**src/hw/rtl/assert_macros.svh**
```systemverilog
// ----------------------------------------------------------------------------
// Assertion macros
// Concurrent assertion shorthands, clocked on the rising edge and
// disabled while the active-low reset is asserted.
// ----------------------------------------------------------------------------
`ifndef ASSERT_MACROS_SVH
`define ASSERT_MACROS_SVH

// same-cycle implication
`define ASSERT_IMPLIES(lbl, clk, rst_n, ante, cons) \
  lbl: assert property (@(posedge clk) disable iff (!rst_n) (ante) |-> (cons)) \
    else $error("%m: same-cycle check failed");

// next-cycle implication
`define ASSERT_NEXT(lbl, clk, rst_n, ante, cons) \
  lbl: assert property (@(posedge clk) disable iff (!rst_n) (ante) |=> (cons)) \
    else $error("%m: next-cycle check failed");

`endif

```
**src/hw/rtl/alc_pkg.sv**
```systemverilog
// ----------------------------------------------------------------------------
// alc_pkg
// Widths, constants and beat types of the layer cycle advance pipeline.
// ----------------------------------------------------------------------------
package alc_pkg;

  localparam int unsigned FracBits = 16;            // fraction bits of Q values
  localparam int unsigned PlayFrac = 10;            // fraction bits of play rate
  localparam int unsigned QW       = FracBits + 1;  // Q0.F value incl. 1.0
  localparam int unsigned RateW    = FracBits + 8;
  localparam int unsigned PlayW    = 16;
  localparam int unsigned SeqW     = 9;
  localparam int unsigned PW       = RateW;                   // (dt*rate)>>F
  localparam int unsigned DmagW    = PW + PlayW - PlayFrac;   // advance magnitude
  localparam int unsigned CW       = DmagW + 2;               // signed raw cycle

  localparam int unsigned AdvStages = 4;
  localparam int unsigned DivStages = FracBits;     // one quotient bit per stage
  localparam int unsigned SmStages  = 3;
  localparam int unsigned PipeDepth = AdvStages + DivStages + SmStages;

  localparam logic [QW-1:0] OneQ = {1'b1, {FracBits{1'b0}}};

  typedef struct packed {
    logic [QW-1:0]           cycle_now;
    logic [FracBits-1:0]     tick_interval;
    logic [RateW-1:0]        seq_cycle_rate;
    logic signed [PlayW-1:0] play_rate;
    logic                    loops;
    logic                    auto_ramp;
    logic [QW-1:0]           ramp_in;
    logic [QW-1:0]           ramp_out;
    logic [SeqW-1:0]         seq_id;
    logic [QW-1:0]           weight_now;
  } alc_in_t;

  typedef struct packed {
    logic [QW-1:0] cycle_next;
    logic          finished;
    logic [QW-1:0] weight_next;
  } alc_out_t;

  // fields carried unchanged past the ramp divide
  typedef struct packed {
    logic [QW-1:0] cycle;
    logic          finished;
    logic          auto_ramp;
    logic          seq_zero;
    logic [QW-1:0] weight_now;
  } alc_side_t;

  typedef struct packed {
    alc_side_t     side;
    logic          full_one;
    logic [QW-1:0] num;
    logic [QW-1:0] den;
  } alc_div_t;

  typedef struct packed {
    alc_side_t     side;
    logic [QW-1:0] w;
  } alc_wgt_t;

endpackage

```
**src/hw/rtl/alc_divider.sv**
```systemverilog
// ----------------------------------------------------------------------------
// alc_divider
// Pipelined restoring divide, one quotient bit per stage: (num << F) / den
// with num below den.
// ----------------------------------------------------------------------------
module alc_divider (
  input  logic              clk_i,
  input  logic              rst_ni,
  input  logic              in_valid_i,
  output logic              in_ready_o,
  input  alc_pkg::alc_div_t in_data_i,
  output logic              out_valid_o,
  input  logic              out_ready_i,
  output alc_pkg::alc_wgt_t out_data_o
);
  import alc_pkg::*;

  typedef struct packed {
    alc_side_t           side;
    logic                full_one;
    logic [QW-1:0]       den;
    logic [QW-1:0]       rem;
    logic [FracBits-1:0] quo;
  } div_stage_t;

  logic [DivStages-1:0] v_q;
  logic [DivStages:0]   rdy_chain;
  logic [DivStages-1:0] v_src;
  div_stage_t           st_src [DivStages];
  div_stage_t           st_q   [DivStages];

  assign rdy_chain[DivStages] = out_ready_i;
  for (genvar k = 0; k < DivStages; k++) begin : g_rdy
    assign rdy_chain[k] = !v_q[k] || rdy_chain[k+1];
  end
  assign v_src = {v_q[DivStages-2:0], in_valid_i};

  always_ff @(posedge clk_i or negedge rst_ni) begin
    if (!rst_ni) begin
      v_q <= '0;
    end else begin
      for (int k = 0; k < DivStages; k++) begin
        if (rdy_chain[k]) begin
          v_q[k] <= v_src[k];
        end
      end
    end
  end

  for (genvar k = 0; k < DivStages; k++) begin : g_step
    logic [QW:0] rem2;
    logic [QW:0] den_x;
    logic        ge;
    logic [QW:0] rem_n;
    div_stage_t  st_d;

    if (k == 0) begin : g_first
      always_comb begin
        st_src[k].side     = in_data_i.side;
        st_src[k].full_one = in_data_i.full_one;
        st_src[k].den      = in_data_i.den;
        st_src[k].rem      = in_data_i.num;
        st_src[k].quo      = '0;
      end
    end else begin : g_rest
      assign st_src[k] = st_q[k-1];
    end

    always_comb begin
      rem2  = {st_src[k].rem, 1'b0};
      den_x = {1'b0, st_src[k].den};
      ge    = (rem2 >= den_x);
      rem_n = ge ? (rem2 - den_x) : rem2;
      st_d          = st_src[k];
      st_d.rem      = rem_n[QW-1:0];  // stays below den
      st_d.quo      = {st_src[k].quo[FracBits-2:0], ge};
    end

    always_ff @(posedge clk_i) begin
      if (rdy_chain[k]) begin
        st_q[k] <= st_d;
      end
    end
  end

  assign in_ready_o      = rdy_chain[0];
  assign out_valid_o     = v_q[DivStages-1];
  assign out_data_o.side = st_q[DivStages-1].side;
  assign out_data_o.w    = st_q[DivStages-1].full_one ? OneQ
                                                       : {1'b0, st_q[DivStages-1].quo};

endmodule

```
**config.mk**
```make
export PLATFORM = sky130hd
export DESIGN_NAME = alc_divider
export DESIGN_NICKNAME = d
export VERILOG_FILES = /design/src/hw/rtl/assert_macros.svh /design/src/hw/rtl/alc_pkg.sv /design/src/hw/rtl/alc_divider.sv
export SDC_FILE = /design/constraint.sdc
export NUM_CORES = 1
export LEC_CHECK = 0
export ABC_AREA = 1
export BUFFER_PORTS_ARGS = -buffer_cell sky130_fd_sc_hd__buf_4
export CAP_MARGIN = 20
export CORE_MARGIN = 2
export CORE_UTILIZATION = 45
export DETAILED_ROUTE_END_ITERATION = 10
export PLACE_DENSITY = 0.69
export SLEW_MARGIN = 30
export SYNTH_ARGS = -nofsm -noshare
export SYNTH_HDL_FRONTEND = slang
export SYNTH_SLANG_ARGS = --single-unit
```
**constraint.sdc**
```tcl
create_clock -name clk_i -period 34.8 [get_ports clk_i]
set_input_delay 6.96 -clock clk_i [delete_from_list [all_inputs] [get_ports clk_i]]
set_output_delay 6.96 -clock clk_i [all_outputs]
set_load 0.05 [all_outputs]
```
==> metrics.txt, run 1 <==
Synthesized Nets=4,697; P_leak=0.02557 uW; CP Max Fanout=21; Clk pwr share=0.215; Worst-path clk slew=50 ps; pre-CTS WS=18,010 ps; Worst Max-Slew Pin Slew=920.8 ps; worst hold stages=0; reg2reg end=st_q[0][57]$_DFFE_PP_; Initial Utilization=0.4543; Via-to-Cell Ratio=4.934; Rel. slew slack=0.3861; Synth Instances=4,335; hold crit path type=reg2reg; crit-path cells=buf_4 > inv_1 > nand4_4 > nor3_2 > nand4_4 > nor2_4 > nand4_4 > nor2_4 > nand4_1 > buf_4 > buf_4; total power=6171 uW; htree depth=4; Via Count=30,790; switching power=2164 uW; Worst-Skew Late Latency=730 ps; Core ar.=0.1219 mm^2; gr usage total=0.1596; Max Slew Vio Count=0; post-synthesis sequential area ratio=0.6873; Setup-failing EPs final=0; YS warnings=0; CP Launch Type=input port; Final Util=0.5102; Net Sw Frac=0.3506; Yosys cell types=42; # Post-CTS Setup Buffers=0; Comb power frac=0.350; first-pass GRT wire length=160.5 mm; Sequential Area=0.03806 mm^2; CTS sink cnt=1,270; final wirelength=98.51 mm; # port buffers=131; CP peak stage delay=390 ps; CP max-delay cell=nor3_2; critical path class=in2out; number of core rows=128; vias in the first global route=31,120; internal power=4008 uW; Mapped Area=0.05537 mm^2; hold wc startpoint=st_q[1][257]$_DFFE_PP_; final hold vios=0; Worst Path Arrival=9770 ps; VDD IR max=0.06683 mV; crit path time final=16,730 ps; largest net degree at the start of global routing=79; RSZ-0062 raised after global routing=no; r2r worst-path depth=9; most frequent cells in the layout=edfxtp_1, inv_1, nand2_1; CP endpoint kind=output pin; Post-CTS Resized=0; MaxCap Viol Count=0; WHS Endpoint=st_q[1][345]$_DFFE_PP_; Worst Clk Skew=25.83 ps; Die X=354.8 um; Die Span Y=354.8 um; die area=0.1259 mm^2; drt first pass iters=5; layout cells sized above 1=0.08537; CTS tree=done; mean routed wirelength per cell=15.79 um; root buffer cell=clkbuf_16; most common cell after layout, fill and taps aside=edfxtp_1; mean post-synth cell area=12.77 um^2; CTS max path bufs=3; IO Pins=132; CTS Buf Count=133; Worst Path Required=27,840 ps; antenna violations before repair=2; Routed Antenna Nets=0; worst setup path startpoint=out_ready_i; FF-to-FF setup slack=31,250 ps; total negative slack=0 ps; setup slack after layout=18,070 ps; outcome=completed; multi-input gate area in the final layout=0.01456 mm^2; DRT iter0 DRCs=1,989; fin crit share=0.4808; NumNets Final=4,888; power per cell area=99.25 mW/mm^2; area growth from synthesis to layout=12.29%; total grt overflow=0; hold buffer count at CTS=0; diode count=0; FF-to-FF Start=v_q[15]$_DFFE_PN0P_; Yosys reg bits=1,270; fillers=10,340; Final GP Congestion=0.8702; Residual DRC=0; max frequency=0.05976 GHz; Sequential Power Share=0.435; Post-DP HPWL=73.35 mm
==> synthesized netlist by cell type, drive strengths merged <==
| cell type | count | area [um^2] |
|---|---|---|
| o311ai | 6 | 52.55 |
| ha | 271 | 3391 |
| a21boi | 8 | 60.06 |
| clkbuf | 2 | 7.510 |
| and3 | 5 | 31.28 |
| a31oi | 24 | 150.1 |
| fa | 15 | 300.3 |
| nor2 | 368 | 1396 |
| or2 | 8 | 50.05 |
| o211ai | 6 | 45.04 |
| nand2 | 549 | 2061 |
| and2 | 1 | 6.260 |
| o21a | 6 | 45.04 |
| xnor2 | 105 | 919.6 |
| o21bai | 48 | 360.4 |
| dfrtp | 16 | 400.4 |
| nor3b | 1 | 7.510 |
| edfxtp | 1254 | 37660 |
| nand4 | 71 | 496.7 |
| nor3 | 35 | 180.2 |
| a21o | 40 | 300.3 |
| a211oi | 1 | 7.510 |
| buf | 92 | 590.6 |
| nor4b | 4 | 35.03 |
| nor4 | 11 | 160.2 |
| a21oi | 403 | 2073 |
| inv | 602 | 2260 |
| o221ai | 1 | 8.760 |
| o21ai | 119 | 595.6 |
| nand3 | 166 | 875.8 |
| xor2 | 97 | 849.6 |
==> cell families after synthesis <==
family,count (synthesis),synth area share
AND/OR/NAND/NOR,1219,0.09572
flip-flops,1270,0.6873
XOR/XNOR,202,0.03195
buffers and inverters,696,0.05161
adder cells (fa/ha/maj),286,0.06666
AO/OA/AOI/OAI,662,0.06679
==> per-layer routing <==
layer | up-vias | global-route usage | wire length (um)
met5 | - | 0 | 0
met4 | 0 | 0.06331 | 3107
met3 | 217 | 0.02451 | 3726
met2 | 625 | 0.2780 | 48770
met1 | 14430 | 0.1999 | 42910
li1 | 15520 | - | -
==> per-stage QoR <==
stage               instance area [um^2]  instances  hold slack [ps]
floorplan                          55370       4335            400.3
global placement                   58010       6015            400.9
detailed placement                 58030       6015            404.5
CTS                                62150       6239            408.2
global route                       62180       6240            415.1
finish                             62180       6240            405.9
==> power by group through the flow <==
stage / Sequential, uW / Combinational (uW) / Clock (uW)
6_report: 2680 / 2160 / 1330
5_1_grt: 2740 / 2450 / 1430
4_1_cts: 2690 / 2150 / 1370
3_5_place_dp: 2720 / 2140 / 0
3_3_place_gp: 2710 / 2110 / 0
2_1_floorplan: 2600 / 1710 / 0
==> worst max-delay path by stage <==
stage	to	slack [ps]
after floorplan	in_ready_o	12770
after global placement	in_ready_o	18090
after detailed placement	in_ready_o	18010
after CTS	in_ready_o	18010
after global routing	in_ready_o	17760
final	in_ready_o	18070
==> registers in the layout, indices dropped and copies added (netlist names) <==
register / flops
v_q: 16
st_q: 1254
==> critical path, delay by kind of cell <==
family | cells | cell delay (ps)
and+or+nand+nor | 7 | 2030
buffers and inverters | 4 | 760
==> layout make-up <==
cell class	instances	share of cell area
multi-input cells	2369	0.2342
clock inverters	55	0.009477
inverters	602	0.03638
flip-flops and latches	1270	0.6120
repair buffers	150	0.01849
well taps	1625	0.03270
clock buffers	169	0.05670
Power figures use the tool's default switching activity.
==> run 2: changes to the inputs <==
==> constraint.sdc (replaced) <==
create_clock -name clk_i -period 15.5 [get_ports clk_i]
set_input_delay 3.1 -clock clk_i [delete_from_list [all_inputs] [get_ports clk_i]]
set_output_delay 3.1 -clock clk_i [all_outputs]
set_load 0.05 [all_outputs]
==> metrics.txt, run 2 (synthesis results as in run 1) <==
hold wc startpoint=st_q[0][522]$_DFFE_PP_ (was st_q[1][257]$_DFFE_PP_); final hold vios=0 (unchanged); power per cell area=223.7 mW/mm^2 (was 99.25 mW/mm^2); hold crit path type=reg2reg (unchanged); most frequent cells in the layout=edfxtp_1, inv_1, nand2_1 (unchanged); outcome=completed (unchanged); largest net degree at the start of global routing=79 (unchanged); switching power=4918 uW (was 2164 uW); Sequential Power Share=0.433 (was 0.435); drt first pass iters=5 (unchanged); final wirelength=100.1 mm (was 98.51 mm); total grt overflow=0 (unchanged); DRT iter0 DRCs=1,858 (was 1,989); WHS Endpoint=st_q[0][610]$_DFFE_PP_ (was st_q[1][345]$_DFFE_PP_); Setup-failing EPs final=0 (unchanged); Buf+Inv Stages, Crit Path=4 (unchanged); antenna violations before repair=5 (was 2); Sequential Area=0.03806 mm^2 (unchanged); max frequency=0.1093 GHz; most common cell after layout, fill and taps aside=edfxtp_1 (unchanged); layout cells sized above 1=0.08787 (was 0.08537); Routed Antenna Nets=0 (unchanged); root buffer cell=clkbuf_16 (unchanged); Worst Clk Skew=22.82 ps (was 25.83 ps); multi-input gate area in the final layout=0.01457 mm^2 (was 0.01456 mm^2); CP max-delay cell=nand4_4 (was nor3_2); Core ar.=0.1219 mm^2 (unchanged); Worst Path Arrival=6050 ps (was 9770 ps); Max Slew Vio Count=0 (unchanged); CTS tree=done (unchanged); Post-CTS Resized=0 (unchanged); fin crit share=0.5904; CP Launch Type=input port (unchanged); P_leak=0.02562 uW (was 0.02557 uW); total negative slack=0 ps (unchanged); CP peak stage delay=430 ps (was 390 ps); dpl cells=6,014 (was 6,015); Die X=354.8 um (unchanged); FF-to-FF Start=v_q[15]$_DFFE_PN0P_ (unchanged); max reg flops=1,254 (unchanged); first-pass GRT wire length=161.3 mm (was 160.5 mm); critical path class=in2out (unchanged); Most flops, register=st_q (unchanged); die area=0.1259 mm^2 (unchanged); r2r worst-path depth=9 (unchanged); Worst-Skew Late Latency=730 ps (about the same); IO Pins=132 (unchanged); Net Sw Frac=0.3530 (was 0.3506); CP endpoint kind=output pin (unchanged); Post-DP HPWL=74.13 mm (was 73.35 mm); Via-to-Cell Ratio=4.906 (was 4.934); diode count=0 (unchanged); Finished Layout Cells=6,257 (was 6,240); # port buffers=131 (unchanged); worst hold stages=0 (unchanged); Initial Utilization=0.4543 (unchanged); total power=13,930 uW (was 6171 uW); CP delay by family, top=simple AND/OR/NAND/NOR gates (unchanged); crit-path cells=buf_4 > inv_1 > nand4_4 > nor3_2 > nand4_4 > nor2_4 > nand4_4 > nor2_4 > nand4_1 > buf_4 > buf_4 (unchanged); internal power=9014 uW (was 4008 uW); CP Max Fanout=27 (was 21); Rel. slew slack=0.4049 (was 0.3861); RSZ-0062 raised after global routing=no (unchanged); Via Count=30,700 (was 30,790); NumNets Final=4,886 (was 4,888); htree depth=4 (unchanged); area growth from synthesis to layout=12.45% (was 12.29%); Worst-path clk slew=60 ps (was 50 ps); top flop regs=st_q x1254, v_q x16 (unchanged); CTS max path bufs=3 (unchanged); vias in the first global route=31,080 (was 31,120); FF-to-FF setup slack=11,780 ps (was 31,250 ps); number of core rows=128 (unchanged); reg2reg end=st_q[0][65]$_DFFE_PP_ (was st_q[0][57]$_DFFE_PP_); Die Span Y=354.8 um (unchanged); MaxCap Viol Count=0 (unchanged); Clk pwr share=0.218 (was 0.215); CTS sink cnt=1,270 (unchanged); CTS Buf Count=133 (unchanged); # Post-CTS Setup Buffers=0 (unchanged); Cell Area, Placed=0.05803 mm^2 (about the same); Final GP Congestion=0.8773 (was 0.8702); hold buffer count at CTS=0 (unchanged); gr usage total=0.1608 (was 0.1596); Comb power frac=0.349 (was 0.350); crit path time final=9151 ps; Worst Path Required=12,400 ps (was 27,840 ps); Finished Cell Area=0.06227 mm^2 (was 0.06218 mm^2); Worst Max-Slew Pin Slew=892.6 ps (was 920.8 ps); VDD IR max=0.1451 mV (was 0.06683 mV); Residual DRC=0 (unchanged); fillers=10,270 (was 10,340); mean routed wirelength per cell=16.00 um (was 15.79 um)
==> run 2: cell types whose count changed in the layout (fill, tap and decap cells not counted), moves of 2 or more <==
cell	previous run	this run
clkbuf_1	32	24
clkinv_4	1	3
inv_6	4	9
clkinv_1	14	26
clkinv_2	18	26
==> run 2: power groups by stage <==
stage | logic, uW | clock network [uW] | registers [uW]
finish | 4870 | 3040 | 6030
global route | 5520 | 3260 | 6150
CTS | 4870 | 3130 | 6040
detailed placement | 4840 | 0 | 6100
global placement | 4760 | 0 | 6070
floorplan | 3830 | 0 | 5840
==> run 2: final cells by class <==
class / count / share of cell area
Sequential cell: 1270 / 0.6112
Inverter: 602 / 0.03633
Clock buffer: 162 / 0.05654
Timing Repair Buffer: 148 / 0.01790
Multi-Input combinational cell: 2369 / 0.2340
Tap cell: 1625 / 0.03265
Clock inverter: 81 / 0.01135
==> run 2: worst max-delay path by stage <==
stage | startpoint | endpoint | cells past startpoint
after floorplan | out_ready_i | in_ready_o | 8
after global placement | out_ready_i | in_ready_o | 11
after detailed placement | out_ready_i | in_ready_o | 11
after global routing | out_ready_i | in_ready_o | 11
after CTS | out_ready_i | in_ready_o | 11
final | out_ready_i | in_ready_o | 11
==> run 2: routing by layer <==
metal  part of all wire  track usage
met1               0.43       0.1998
met2               0.50       0.2844
met3              0.037      0.02482
met4              0.029      0.05864
met5                  0            0
==> run 2: per-stage QoR <==
stage,utilization,hold slack (ps),setup WS [ps]
final,0.5109,394.5,6349
after global routing,0.5109,405.5,6058
after CTS,0.5108,394.8,6336
after detailed placement,0.4761,404.5,6356
after global placement,0.4759,401.4,6504
after floorplan,-,400.3,1194
