==> src/hw/rtl/assert_macros.svh <==
// ----------------------------------------------------------------------------
// Assertion macros
// Concurrent assertion shorthands, clocked on the rising edge and
// disabled while the active-low reset is asserted.
// ----------------------------------------------------------------------------
`ifndef ASSERT_MACROS_SVH
`define ASSERT_MACROS_SVH

// same-cycle implication
`define ASSERT_IMPLIES(lbl, clk, rst_n, ante, cons) \
  lbl: assert property (@(posedge clk) disable iff (!rst_n) (ante) |-> (cons)) \
    else $error("%m: same-cycle check failed");

// next-cycle implication
`define ASSERT_NEXT(lbl, clk, rst_n, ante, cons) \
  lbl: assert property (@(posedge clk) disable iff (!rst_n) (ante) |=> (cons)) \
    else $error("%m: next-cycle check failed");

`endif

==> src/hw/rtl/alc_pkg.sv <==
// ----------------------------------------------------------------------------
// alc_pkg
// Widths, constants and beat types of the layer cycle advance pipeline.
// ----------------------------------------------------------------------------
package alc_pkg;

  localparam int unsigned FracBits = 16;            // fraction bits of Q values
  localparam int unsigned PlayFrac = 10;            // fraction bits of play rate
  localparam int unsigned QW       = FracBits + 1;  // Q0.F value incl. 1.0
  localparam int unsigned RateW    = FracBits + 8;
  localparam int unsigned PlayW    = 16;
  localparam int unsigned SeqW     = 9;
  localparam int unsigned PW       = RateW;                   // (dt*rate)>>F
  localparam int unsigned DmagW    = PW + PlayW - PlayFrac;   // advance magnitude
  localparam int unsigned CW       = DmagW + 2;               // signed raw cycle

  localparam int unsigned AdvStages = 4;
  localparam int unsigned DivStages = FracBits;     // one quotient bit per stage
  localparam int unsigned SmStages  = 3;
  localparam int unsigned PipeDepth = AdvStages + DivStages + SmStages;

  localparam logic [QW-1:0] OneQ = {1'b1, {FracBits{1'b0}}};

  typedef struct packed {
    logic [QW-1:0]           cycle_now;
    logic [FracBits-1:0]     tick_interval;
    logic [RateW-1:0]        seq_cycle_rate;
    logic signed [PlayW-1:0] play_rate;
    logic                    loops;
    logic                    auto_ramp;
    logic [QW-1:0]           ramp_in;
    logic [QW-1:0]           ramp_out;
    logic [SeqW-1:0]         seq_id;
    logic [QW-1:0]           weight_now;
  } alc_in_t;

  typedef struct packed {
    logic [QW-1:0] cycle_next;
    logic          finished;
    logic [QW-1:0] weight_next;
  } alc_out_t;

  // fields carried unchanged past the ramp divide
  typedef struct packed {
    logic [QW-1:0] cycle;
    logic          finished;
    logic          auto_ramp;
    logic          seq_zero;
    logic [QW-1:0] weight_now;
  } alc_side_t;

  typedef struct packed {
    alc_side_t     side;
    logic          full_one;
    logic [QW-1:0] num;
    logic [QW-1:0] den;
  } alc_div_t;

  typedef struct packed {
    alc_side_t     side;
    logic [QW-1:0] w;
  } alc_wgt_t;

endpackage

==> src/hw/rtl/alc_smooth.sv <==
// ----------------------------------------------------------------------------
// alc_smooth
// Smoothstep 3w^2 - 2w^3 over three stages, saturation and weight select.
// The last stage is the block's output register.
// ----------------------------------------------------------------------------
module alc_smooth (
  input  logic              clk_i,
  input  logic              rst_ni,
  input  logic              in_valid_i,
  output logic              in_ready_o,
  input  alc_pkg::alc_wgt_t in_data_i,
  output logic              out_valid_o,
  input  logic              out_ready_i,
  output alc_pkg::alc_out_t out_data_o
);
  import alc_pkg::*;

  localparam int unsigned MulW = 2 * QW;
  localparam int unsigned SW   = QW + 3;  // signed smoothstep sum

  logic [SmStages-1:0] v_q;
  logic [SmStages:0]   rdy_chain;
  logic [SmStages-1:0] v_src;

  assign rdy_chain[SmStages] = out_ready_i;
  for (genvar k = 0; k < SmStages; k++) begin : g_rdy
    assign rdy_chain[k] = !v_q[k] || rdy_chain[k+1];
  end
  assign v_src = {v_q[SmStages-2:0], in_valid_i};

  always_ff @(posedge clk_i or negedge rst_ni) begin
    if (!rst_ni) begin
      v_q <= '0;
    end else begin
      for (int k = 0; k < SmStages; k++) begin
        if (rdy_chain[k]) begin
          v_q[k] <= v_src[k];
        end
      end
    end
  end

  // stage 1: w2 = (w*w) >> F
  logic [MulW-1:0] prod_a;
  logic [QW-1:0]   w1_q;
  logic [QW-1:0]   w2a_q;
  alc_side_t       side1_q;

  assign prod_a = MulW'(in_data_i.w) * MulW'(in_data_i.w);

  always_ff @(posedge clk_i) begin
    if (rdy_chain[0]) begin
      w1_q    <= in_data_i.w;
      w2a_q   <= prod_a[FracBits +: QW];
      side1_q <= in_data_i.side;
    end
  end

  // stage 2: w3 = (w2*w) >> F
  logic [MulW-1:0] prod_b;
  logic [QW-1:0]   w2b_q;
  logic [QW-1:0]   w3_q;
  alc_side_t       side2_q;

  assign prod_b = MulW'(w2a_q) * MulW'(w1_q);

  always_ff @(posedge clk_i) begin
    if (rdy_chain[1]) begin
      w2b_q   <= w2a_q;
      w3_q    <= prod_b[FracBits +: QW];
      side2_q <= side1_q;
    end
  end

  // stage 3: 3*w2 - 2*w3, clamp to [0, 1.0], pick the weight
  logic [SW-1:0] tri_w2;
  logic [SW-1:0] dbl_w3;
  logic [SW-1:0] s_raw;
  logic [QW-1:0] s_sat;
  alc_out_t      out_d;
  alc_out_t      out_q;

  always_comb begin
    tri_w2 = (SW'(w2b_q) << 1) + SW'(w2b_q);
    dbl_w3 = SW'(w3_q) << 1;
    s_raw  = tri_w2 - dbl_w3;
    if (s_raw[SW-1]) begin
      s_sat = '0;
    end else if (s_raw > SW'(OneQ)) begin
      s_sat = OneQ;
    end else begin
      s_sat = s_raw[QW-1:0];
    end
    out_d.cycle_next = side2_q.cycle;
    out_d.finished   = side2_q.finished;
    if (!side2_q.auto_ramp) begin
      out_d.weight_next = side2_q.weight_now;
    end else if (side2_q.seq_zero) begin
      out_d.weight_next = '0;
    end else begin
      out_d.weight_next = s_sat;
    end
  end

  always_ff @(posedge clk_i) begin
    if (rdy_chain[2]) begin
      out_q <= out_d;
    end
  end

  assign in_ready_o  = rdy_chain[0];
  assign out_valid_o = v_q[SmStages-1];
  assign out_data_o  = out_q;

endmodule

==> config.mk <==
export PLATFORM = sky130hd
export DESIGN_NAME = alc_smooth
export DESIGN_NICKNAME = d
export VERILOG_FILES = /design/src/hw/rtl/assert_macros.svh /design/src/hw/rtl/alc_pkg.sv /design/src/hw/rtl/alc_smooth.sv
export SDC_FILE = /design/constraint.sdc
export NUM_CORES = 1
export LEC_CHECK = 0
export BUFFER_PORTS_ARGS = -buffer_cell sky130_fd_sc_hd__buf_2
export CAP_MARGIN = 10
export CORE_UTILIZATION = 41
export CTS_BUF_LIST = sky130_fd_sc_hd__clkbuf_8
export CTS_CLUSTER_DIAMETER = 80
export DETAILED_ROUTE_END_ITERATION = 8
export PLACE_DENSITY = 0.6
export RECOVER_POWER = 50
export REMOVE_ABC_BUFFERS = 1
export SYNTH_ARGS = -nofsm -noshare
export SYNTH_HDL_FRONTEND = slang
export SYNTH_SLANG_ARGS = --single-unit
export TNS_END_PERCENT = 10
==> constraint.sdc <==
create_clock -name clk_i -period 13.1 [get_ports clk_i]
set_clock_uncertainty 0.1 [all_clocks]
set_input_delay 2.62 -clock clk_i [delete_from_list [all_inputs] [get_ports clk_i]]
set_output_delay 2.62 -clock clk_i [all_outputs]
set_load 0.1 [all_outputs]
==> results of run 1 <==
==> how the worst max path moves through the flow <==
stage                 startpoint         end  slack (ns)
floorplan            out_ready_i  in_ready_o        4.86
global placement    in_data_i[8]   w2a_q[10]        4.39
detailed placement  in_data_i[8]   w2a_q[10]        4.15
CTS                 in_data_i[8]   w2a_q[10]        4.69
global route        in_data_i[8]   w2a_q[10]        3.80
finish              in_data_i[8]   w2a_q[10]        4.20
==> stage by stage <==
step | setup slack [ns] | utilization [%]
floorplan | 4.857 | -
global placement | 4.389 | 43.80
detailed placement | 4.151 | 43.80
CTS | 4.686 | 44.55
global route | 3.802 | 44.47
finish | 4.195 | 44.47
==> routing by layer <==
metal | up-vias | track usage (%)
li1 | 6925 | -
met3 | 56 | 1.853
met2 | 276 | 29.80
met1 | 7651 | 23.58
met4 | 0 | 4.627
met5 | - | 0
==> flip-flops by register name, indices dropped and copies added (netlist names) <==
register    flops
side1_q        37
w1_q           17
out_d          18
side2_q        19
w2a_q          17
v_q             3
out_data_o     35
w3_q           17
w2b_q          17
==> layout make-up <==
cell class / instances / area, um2 / area share [%]
clock buffer: 17 / 234.0 / 0.9314
clock inverter: 15 / 188.9 / 0.7521
inverter: 591 / 2218 / 8.831
multi-input combinational: 1409 / 15680 / 62.42
sequential: 180 / 5390 / 21.46
tap: 756 / 945.9 / 3.765
timing repair buffer: 99 / 464.2 / 1.848
==> Yosys cell counts (3+ instances only) <==
| master | number |
|---|---|
| and2_1 | 179 |
| nor2_1 | 28 |
| ha_1 | 223 |
| a21oi_1 | 32 |
| o2bb2ai_1 | 9 |
| o21bai_1 | 4 |
| nand2b_1 | 12 |
| a211oi_1 | 10 |
| o211ai_1 | 4 |
| fa_1 | 427 |
| or3_1 | 6 |
| nand4_1 | 7 |
| edfxtp_1 | 177 |
| o21ai_1 | 8 |
| inv_1 | 591 |
| o32ai_1 | 6 |
| xnor2_1 | 40 |
| o21ai_0 | 19 |
| o21a_1 | 3 |
| xor2_1 | 18 |
| nand3_1 | 15 |
| nor2b_1 | 8 |
| a31oi_1 | 8 |
| clkbuf_1 | 60 |
| nand2_1 | 257 |
| a21o_1 | 15 |
| a211o_1 | 4 |
| or2_2 | 3 |
| a21oi_2 | 4 |
| and3_1 | 6 |
| nor3_1 | 12 |
| dfrtp_1 | 3 |
==> kinds of logic after synthesis <==
logic type / Yosys count / share of synthesized area [%]
DFF: 180 / 22.91
buffers and inverters: 653 / 10.45
muxes: 2 / 0.09039
adders and majority gates: 650 / 48.19
xor gates and xnor gates: 59 / 2.228
AOI/OAI and AO/OA: 155 / 4.759
and+or+nand+nor: 543 / 11.37
==> worst max-delay path, stage by stage <==
cell      delay [ns]
clkbuf_1        0.77
inv_1           0.21
nor2_1          0.29
fa_1            0.47
fa_1            0.59
fa_1            0.44
fa_1            0.50
fa_1            0.51
inv_1           0.05
fa_1            0.47
inv_1           0.04
ha_1            0.35
nand2_1         0.11
o21ai_0         0.25
o221ai_1        0.16
a21oi_1         0.36
a31oi_2         0.21
a21boi_1        0.33
o22ai_1         0.17
xnor2_1         0.14
==> flow_summary.ini, run 1 <==
[run_status]
status = complete, but fails checks
violations = capacitance limit, slew limit

[min_path]
hp-class = register to register
holdPathEnd = side2_q[17]
min_from = side1_q[17]
hold_depth = 0

[yosys]
ys_seq_area_share_pct = 22.91
netlist_area_um2 = 23530
synthTopCellsByArea = fa_1 (36%), edfxtp_1 (23%), ha_1 (12%)
synth-main-ff-cell = edfxtp_1
ys_warn_count = 0
synth_edf_count = 177
yosys.area.top_type = fa_1
async_flop_share_pct = 1.667
synth_seq_cells = 180
synth_top_area_share_pct = 36.33
synth_cell_types = 65
postSynthCellCount = 2242
synth.avg_cell_area_um2 = 10.50

[layout]
n_fill_cell = 5343
antenna_cells = 0
num-nets-final = 3006
final_area_um2 = 25120
final_common_cell = inv_1
mostFrequentLayoutCells = inv_1 (591), fa_1 (427), nand2_1 (257)
syn_to_final_growth_pct = 6.764
finalNonFillerCells = 3067
drive_gt1_share_pct = 5.409

[drt]
post_drt_wl_per_cell_um = 15.72
vias = 14910
maxUsedRoutingLayer = met4
dr_wl_met2_um = 23330
viasPerCell = 4.861
ant_nets = 0
wirelength_um = 48200
wl_met3_um = 1643
drt_drc_violations_left = 0
drt-met1-wl_um = 22430
drt_iter0_markers = 732
dr.pass1.iters = 5

[grt]
grt_pass1_vias = 16380
gr-total-overflow = 0
antenna_found_initial = 0
grt_first_pass_wirelength_um = 81770
grt_start_max_net_pins = 73
grt_use_total_pct = 17.44

[timing]
slew_headroom_pct = -165.2
fmax_mhz = 112.3
holdWs_ns = 0.3069
drv_slew = 144
final.setup.tns_ns = 0
finalCritPeriodShare_pct = 67.98
finalSetupViolCount = 0
hold_viol = 0
rsz0062_at_grt = false
worstMarginPinSlew_ns = 3.978
fin_crit_ns = 8.905

[clocking]
cts_hold_buf = 0
cts.sinks = 180
clkTransAtPathRegs_ns = 0.11
htreeDepth = 4
worst_skew_pair.late_latency_ns = 0.50
tritoncts = yes
cts_root_buffer = clkbuf_8
cts_setup_buffers = 0
cts_resized = 0
cts_buffer_depth = 2
cts_buffers = 17

[critical_path]
path_class = input port to register
timing.rr.start = w2a_q[7]
reg2reg_depth = 21
critPathMaxFanout = 17
cp_data_required_time_ns = 13.26
rr_endpoint = w3_q[15]
critPathArrivalTime_ns = 9.06
reg2reg_setup_slack_ns = 5.70
start_kind = input port
end_kind = register

[floorplan]
die_h_um = 241.6
boundaryPins = 95
die-area_um2 = 58350
core_area_um2 = 56500
rows = 87
die_x_um = 241.6
start_util_pct = 41.65

[place]
post-place-cells = 3035
gp_congestion = 0.8261
port_buffers = 94
dp_hpwl_um = 38080
dpl_cell_area_um2 = 24750

[run]
max_cap_violations = 3
Power of run 1 is left out: the tool's default activity adds up to more than one toggle a clock period on the data nets, which glitch-free logic cannot reach.
==> run 2: changes to the inputs <==
- ABC_AREA: unset -> 1
- clock period: 13.1 -> 8.9 ns (I/O delays scaled with it)
==> run 2 against run 1 <==
The run still ends with capacitance limit, slew limit left. Utilization shrank 0.37 points. Register-to-register slack lost 3.2 ns. Non-clock buffer count is the same. Via count grew 20%. Clock-buffer cell count grew 1. Global-route usage grew 2.2 points. Sequential cell count is the same. First-iteration DRC count grew 30%. Sequential share of layout area shrank 1.4 points. Die area grew 7.8%. Critical path depth grew 3. Critical path type unchanged.
==> flow_summary.ini, run 2 <==
[clocking]
cts.sinks = 180
cts_buffers = 17
cts_setup_buffers = 0
clkTransAtPathRegs_ns = 0.10
tritoncts = yes
cts_root_buffer = clkbuf_8
cts_buffer_depth = 2
htreeDepth = 4
cts_resized = 0
cts_hold_buf = 0
worst_skew_pair.late_latency_ns = 0.51

[timing]
holdWs_ns = 0.3191
finalSetupViolCount = 0
layout_setup_ws_ns = 1.475
hold_viol = 0
fin_crit_ns = 7.425
drv_slew = 101
worstMarginPinSlew_ns = 3.468
finalCritPeriodShare_pct = 83.43
rsz0062_at_grt = false
slew_headroom_pct = -131.2
fmax_mhz = 134.7
final.setup.tns_ns = 0

[yosys]
netlist_area_um2 = 25380
yosys.area.top_type = fa_1
async_flop_share_pct = 1.667
postSynthCellCount = 2890
synth_cell_types = 42
synth.avg_cell_area_um2 = 8.784
synthTopCellsByCount = inv_1 (845), nand2_1 (680), fa_1 (427)
synth-main-ff-cell = edfxtp_1
synth_top_area_share_pct = 33.68
ys_warn_count = 0
synthTopCellsByArea = fa_1 (34%), edfxtp_1 (21%), inv_1 (12%)
synth_edf_count = 177
synth.most_common_cell = inv_1
synth_seq_cells = 180
ys_seq_area_share_pct = 21.23

[layout]
syn_to_final_growth_pct = 5.624
largest_reg_flops = 37
top_register = side1_q
finish.utilization_pct = 44.09
n_fill_cell = 5915
final_common_cell = inv_1
num-nets-final = 3609
drive_gt1_share_pct = 5.422
mostFrequentLayoutCells = inv_1 (846), nand2_1 (680), fa_1 (427)

[drt]
drt_iter0_markers = 954
dr.pass1.iters = 5
post_drt_wl_per_cell_um = 15.86
viasPerCell = 4.835
vias = 17870
drt_drc_violations_left = 0
ant_nets = 0
wirelength_um = 58650

[place]
dp_hpwl_um = 47210
port_buffers = 94
gp_congestion = 0.9152
pre_cts_slack_ns = 1.437

[critical_path]
start_kind = input port
critPathMaxFanout = 18
critPathArrivalTime_ns = 7.58
path_class = input port to register
end_kind = register
cp_data_required_time_ns = 9.05

[run_status]
violations = capacitance limit, slew limit
status = complete, but fails checks

[run]
max_cap_violations = 2

[floorplan]
boundaryPins = 95
die_h_um = 250.8
start_util_pct = 41.74
rows = 90
core_area_um2 = 60810
die-area_um2 = 62910
die_x_um = 250.8

[min_path]
hp-class = register to register

[grt]
antenna_found_initial = 1
grt_start_max_net_pins = 64
grt_use_total_pct = 19.64
gr-total-overflow = 0
grt_pass1_vias = 19590
grt_first_pass_wirelength_um = 97610
## run 2: cell types whose count changed in the layout (fill, tap and decap cells not counted), sizes merged, moves of 38 or more
cell   delta
nor2     +75
and2    -179
inv     +257
a21oi    +38
nand2   +436
nand3    +48
## run 2: cell families (layout without fill, tap and decap cells)
logic type / count (synthesis) / after routing / synth area share [%]
adders and majority gates: 650 / 650 / 44.67
DFF: 180 / 180 / 21.23
other: 0 / 1 / 0
buffers and inverters: 955 / 979 / 14.25
xor gates and xnor gates: 46 / 46 / 1.587
and+or+nand+nor: 896 / 896 / 14.50
AOI/OAI and AO/OA: 163 / 163 / 3.756
## run 2: worst paths after layout
kind / from / end / slack [ns] / cells after the start
worst min-delay path: out_d[24] / out_data_o[24] / 0.32 / 0
worst max register to register: w2a_q[16] / w3_q[14] / 2.46 / 20
worst min register to register: out_d[24] / out_data_o[24] / 0.32 / 0
min in group asynchronous: rst_ni / v_q[2] / 0.97 / 1
worst max-delay path: in_data_i[9] / w2a_q[6] / 1.47 / 23
max in group asynchronous: rst_ni / v_q[0] / 7.56 / 1
## run 2: through the flow
stage | instance area [um2] | cells
floorplan | 24950 | 2783
global placement | 26440 | 3664
detailed placement | 26440 | 3664
CTS | 26850 | 3696
global route | 26810 | 3697
finish | 26810 | 3697
## run 2: per-layer routing
| metal | wire, um | GRT usage, % | up-vias |
|---|---|---|---|
| met3 | 2731 | 2.174 | 104 |
| met2 | 29130 | 35.10 | 422 |
| met4 | 1357 | 5.837 | 0 |
| met1 | 25440 | 24.96 | 8870 |
| li1 | - | - | 8478 |
| met5 | 0 | 0 | - |
## run 2: layout make-up
type	count	area, um2	area share (%)
diodes	1	2.502	0.009333
clock buffers	18	247.7	0.9240
clock inverters	14	163.9	0.6113
inverters	848	3183	11.87
multi-input cells	1755	16380	61.08
flip-flops and latches	180	5390	20.10
well taps	782	978.4	3.649
repair buffers	99	470.5	1.755
## run 2: worst max-delay path: stages
cell and delay, ns:
clkbuf_1 0.79, nand2_1 0.19, inv_1 0.14, fa_1 0.42
inv_1 0.09, fa_1 0.42, fa_1 0.51, inv_1 0.05
fa_1 0.49, fa_1 0.49, inv_1 0.05, fa_1 0.47
inv_1 0.04, ha_1 0.32, nand2_1 0.12, inv_1 0.05
a21oi_1 0.30, a21boi_0 0.22, o21ai_1 0.17, nand2_1 0.09
nand2_1 0.08, a21oi_1 0.19, xnor2_1 0.09
Power of run 2 is left out for the same reason.
==> run 3: changes to the inputs <==
- PLACE_DENSITY: 0.6 -> 0.62
- clock period: 8.9 -> 6.59 ns (I/O delays scaled with it)
==> run 3 against run 2 <==
Utilization up 0.91 points. Critical path depth down 5. Hold slack worse by 0.0025 ns. Final cell count up 2.0%. The run still ends with capacitance limit, slew limit left. Worst setup slack worse by 1.1 ns. Wire length down 6.7%. Sequential share of layout area down 0.41 points. Via count down 0.64%. Sequential cell count unchanged. Clock-buffer cell count down 1.
==> flow_summary.ini, run 3 (synthesis gave the netlist of run 2 again) <==
[grt]
grt_use_total_pct = 18.32
grt_first_pass_wirelength_um = 92340
grt_start_max_net_pins = 54
grt_pass1_vias = 18900
gr-total-overflow = 0
antenna_found_initial = 2

[timing]
rsz0062_at_grt = false
hold_viol = 0
worstMarginPinSlew_ns = 1.990
drv_slew = 37
finalCritPeriodShare_pct = 94.13
slew_headroom_pct = -32.69
finalSetupViolCount = 0
fmax_mhz = 161.2
fin_crit_ns = 6.203

[layout]
seq_area_um2 = 5390
num-nets-final = 3681
n_fill_cell = 5910
syn_to_final_growth_pct = 7.803
final_area_um2 = 27370
finalNonFillerCells = 3770
multiInputGateArea_um2 = 16380
top_register = side1_q
drive_gt1_share_pct = 7.904
final_common_cell = inv_1
largest_reg_flops = 37
mostFrequentLayoutCells = inv_1 (845), nand2_1 (680), fa_1 (427)

[clocking]
clkTransAtPathRegs_ns = 0.11
cts_buffers = 17
cts_root_buffer = clkbuf_8
tritoncts = yes
htreeDepth = 4
cts_setup_buffers = 0
cts_hold_buf = 0
cts_buffer_depth = 2
worst_skew_pair.late_latency_ns = 0.49
cts_resized = 0
cts.sinks = 180

[drt]
maxUsedRoutingLayer = met4
dr_wl_met2_um = 26740
wl_met3_um = 2300
drt_drc_violations_left = 0
drt-met1-wl_um = 24620
wirelength_um = 54730
viasPerCell = 4.711
post_drt_wl_per_cell_um = 14.52
dr.pass1.iters = 6
vias = 17760
drt_iter0_markers = 991
ant_nets = 0

[run]
max_cap_violations = 1

[place]
dp_hpwl_um = 46270
port_buffers = 94
dpl_cell_area_um2 = 27010
gp_congestion = 0.9114
post-place-cells = 3736

[critical_path]
critPathTopFamily = adder cells
path_cells = buf_2, clkbuf_1, nand2_1, fa_1, inv_1, fa_1, fa_1, fa_1, fa_1, inv_1, fa_1, inv_1, ha_1, a21oi_1, o21ai_0, a221oi_1, o21ai_0, xor2_1
max_stage_delay_ns = 0.55
start_kind = input port
cp_data_required_time_ns = 6.72
path_common_cell = fa_1
path_class = input port to register
cp_num_buf_inv = 5
critPathArrivalTime_ns = 6.33
critPathSlowestCell = fa_1
end_kind = register
critPathMaxFanout = 8

[floorplan]
boundaryPins = 95
die_h_um = 250.8
rows = 90
die-area_um2 = 62910
core_area_um2 = 60810
start_util_pct = 41.74
die_x_um = 250.8

[run_status]
violations = capacitance limit, slew limit
status = complete, but fails checks

[min_path]
hp-class = register to register
-- run 3: cell types whose count changed in the layout (fill, tap and decap cells not counted), sizes merged --
cell	previous run	this run
inv	855	853
clkinv	4	7
diode	1	2
buf	77	154
clkbuf	40	34
-- run 3: per-stage QoR --
| stage | utilization, % | TNS (ns) | worst slack (ns) | hold WS [ns] |
|---|---|---|---|---|
| after floorplan | - | 0 | 0.4674 | 0.3003 |
| after global placement | 44.42 | 0 | 0.04426 | 0.3006 |
| after detailed placement | 44.42 | -0.0009535 | -0.0009535 | 0.3045 |
| after CTS | 45.10 | 0 | 0.4894 | 0.3237 |
| after global routing | 45.00 | 0 | 0.04400 | 0.3245 |
| final | 45.00 | 0 | 0.3867 | 0.3166 |
-- run 3: final cells by class --
cell class	instances	area share [%]
Antenna cell	2	0.01829
Clock buffer	17	0.8550
Clock inverter	15	0.6721
Inverter	848	11.63
Multi-Input combinational cell	1755	59.84
Sequential cell	180	19.70
Tap cell	782	3.576
Timing Repair Buffer	171	3.708
-- run 3: routing by layer --
layer,up-vias,global-route usage [%]
met2,363,32.25
met1,8696,23.57
met3,65,2.226
li1,8636,-
met5,-,0
met4,0,5.416
-- run 3: final timing paths --
kind                               start             end  slack (ns)  cells past startpoint
hold / removal                 out_d[29]  out_data_o[29]        0.32                      0
min in group asynchronous         rst_ni          v_q[1]        0.51                      1
max in group asynchronous         rst_ni          v_q[2]        5.72                      1
hold reg to reg                out_d[29]  out_data_o[29]        0.32                      0
setup reg to reg               w2a_q[14]        w3_q[14]        0.42                     20
setup / recovery           in_data_i[14]       w2a_q[10]        0.39                     18
Power of run 3 is left out for the same reason.
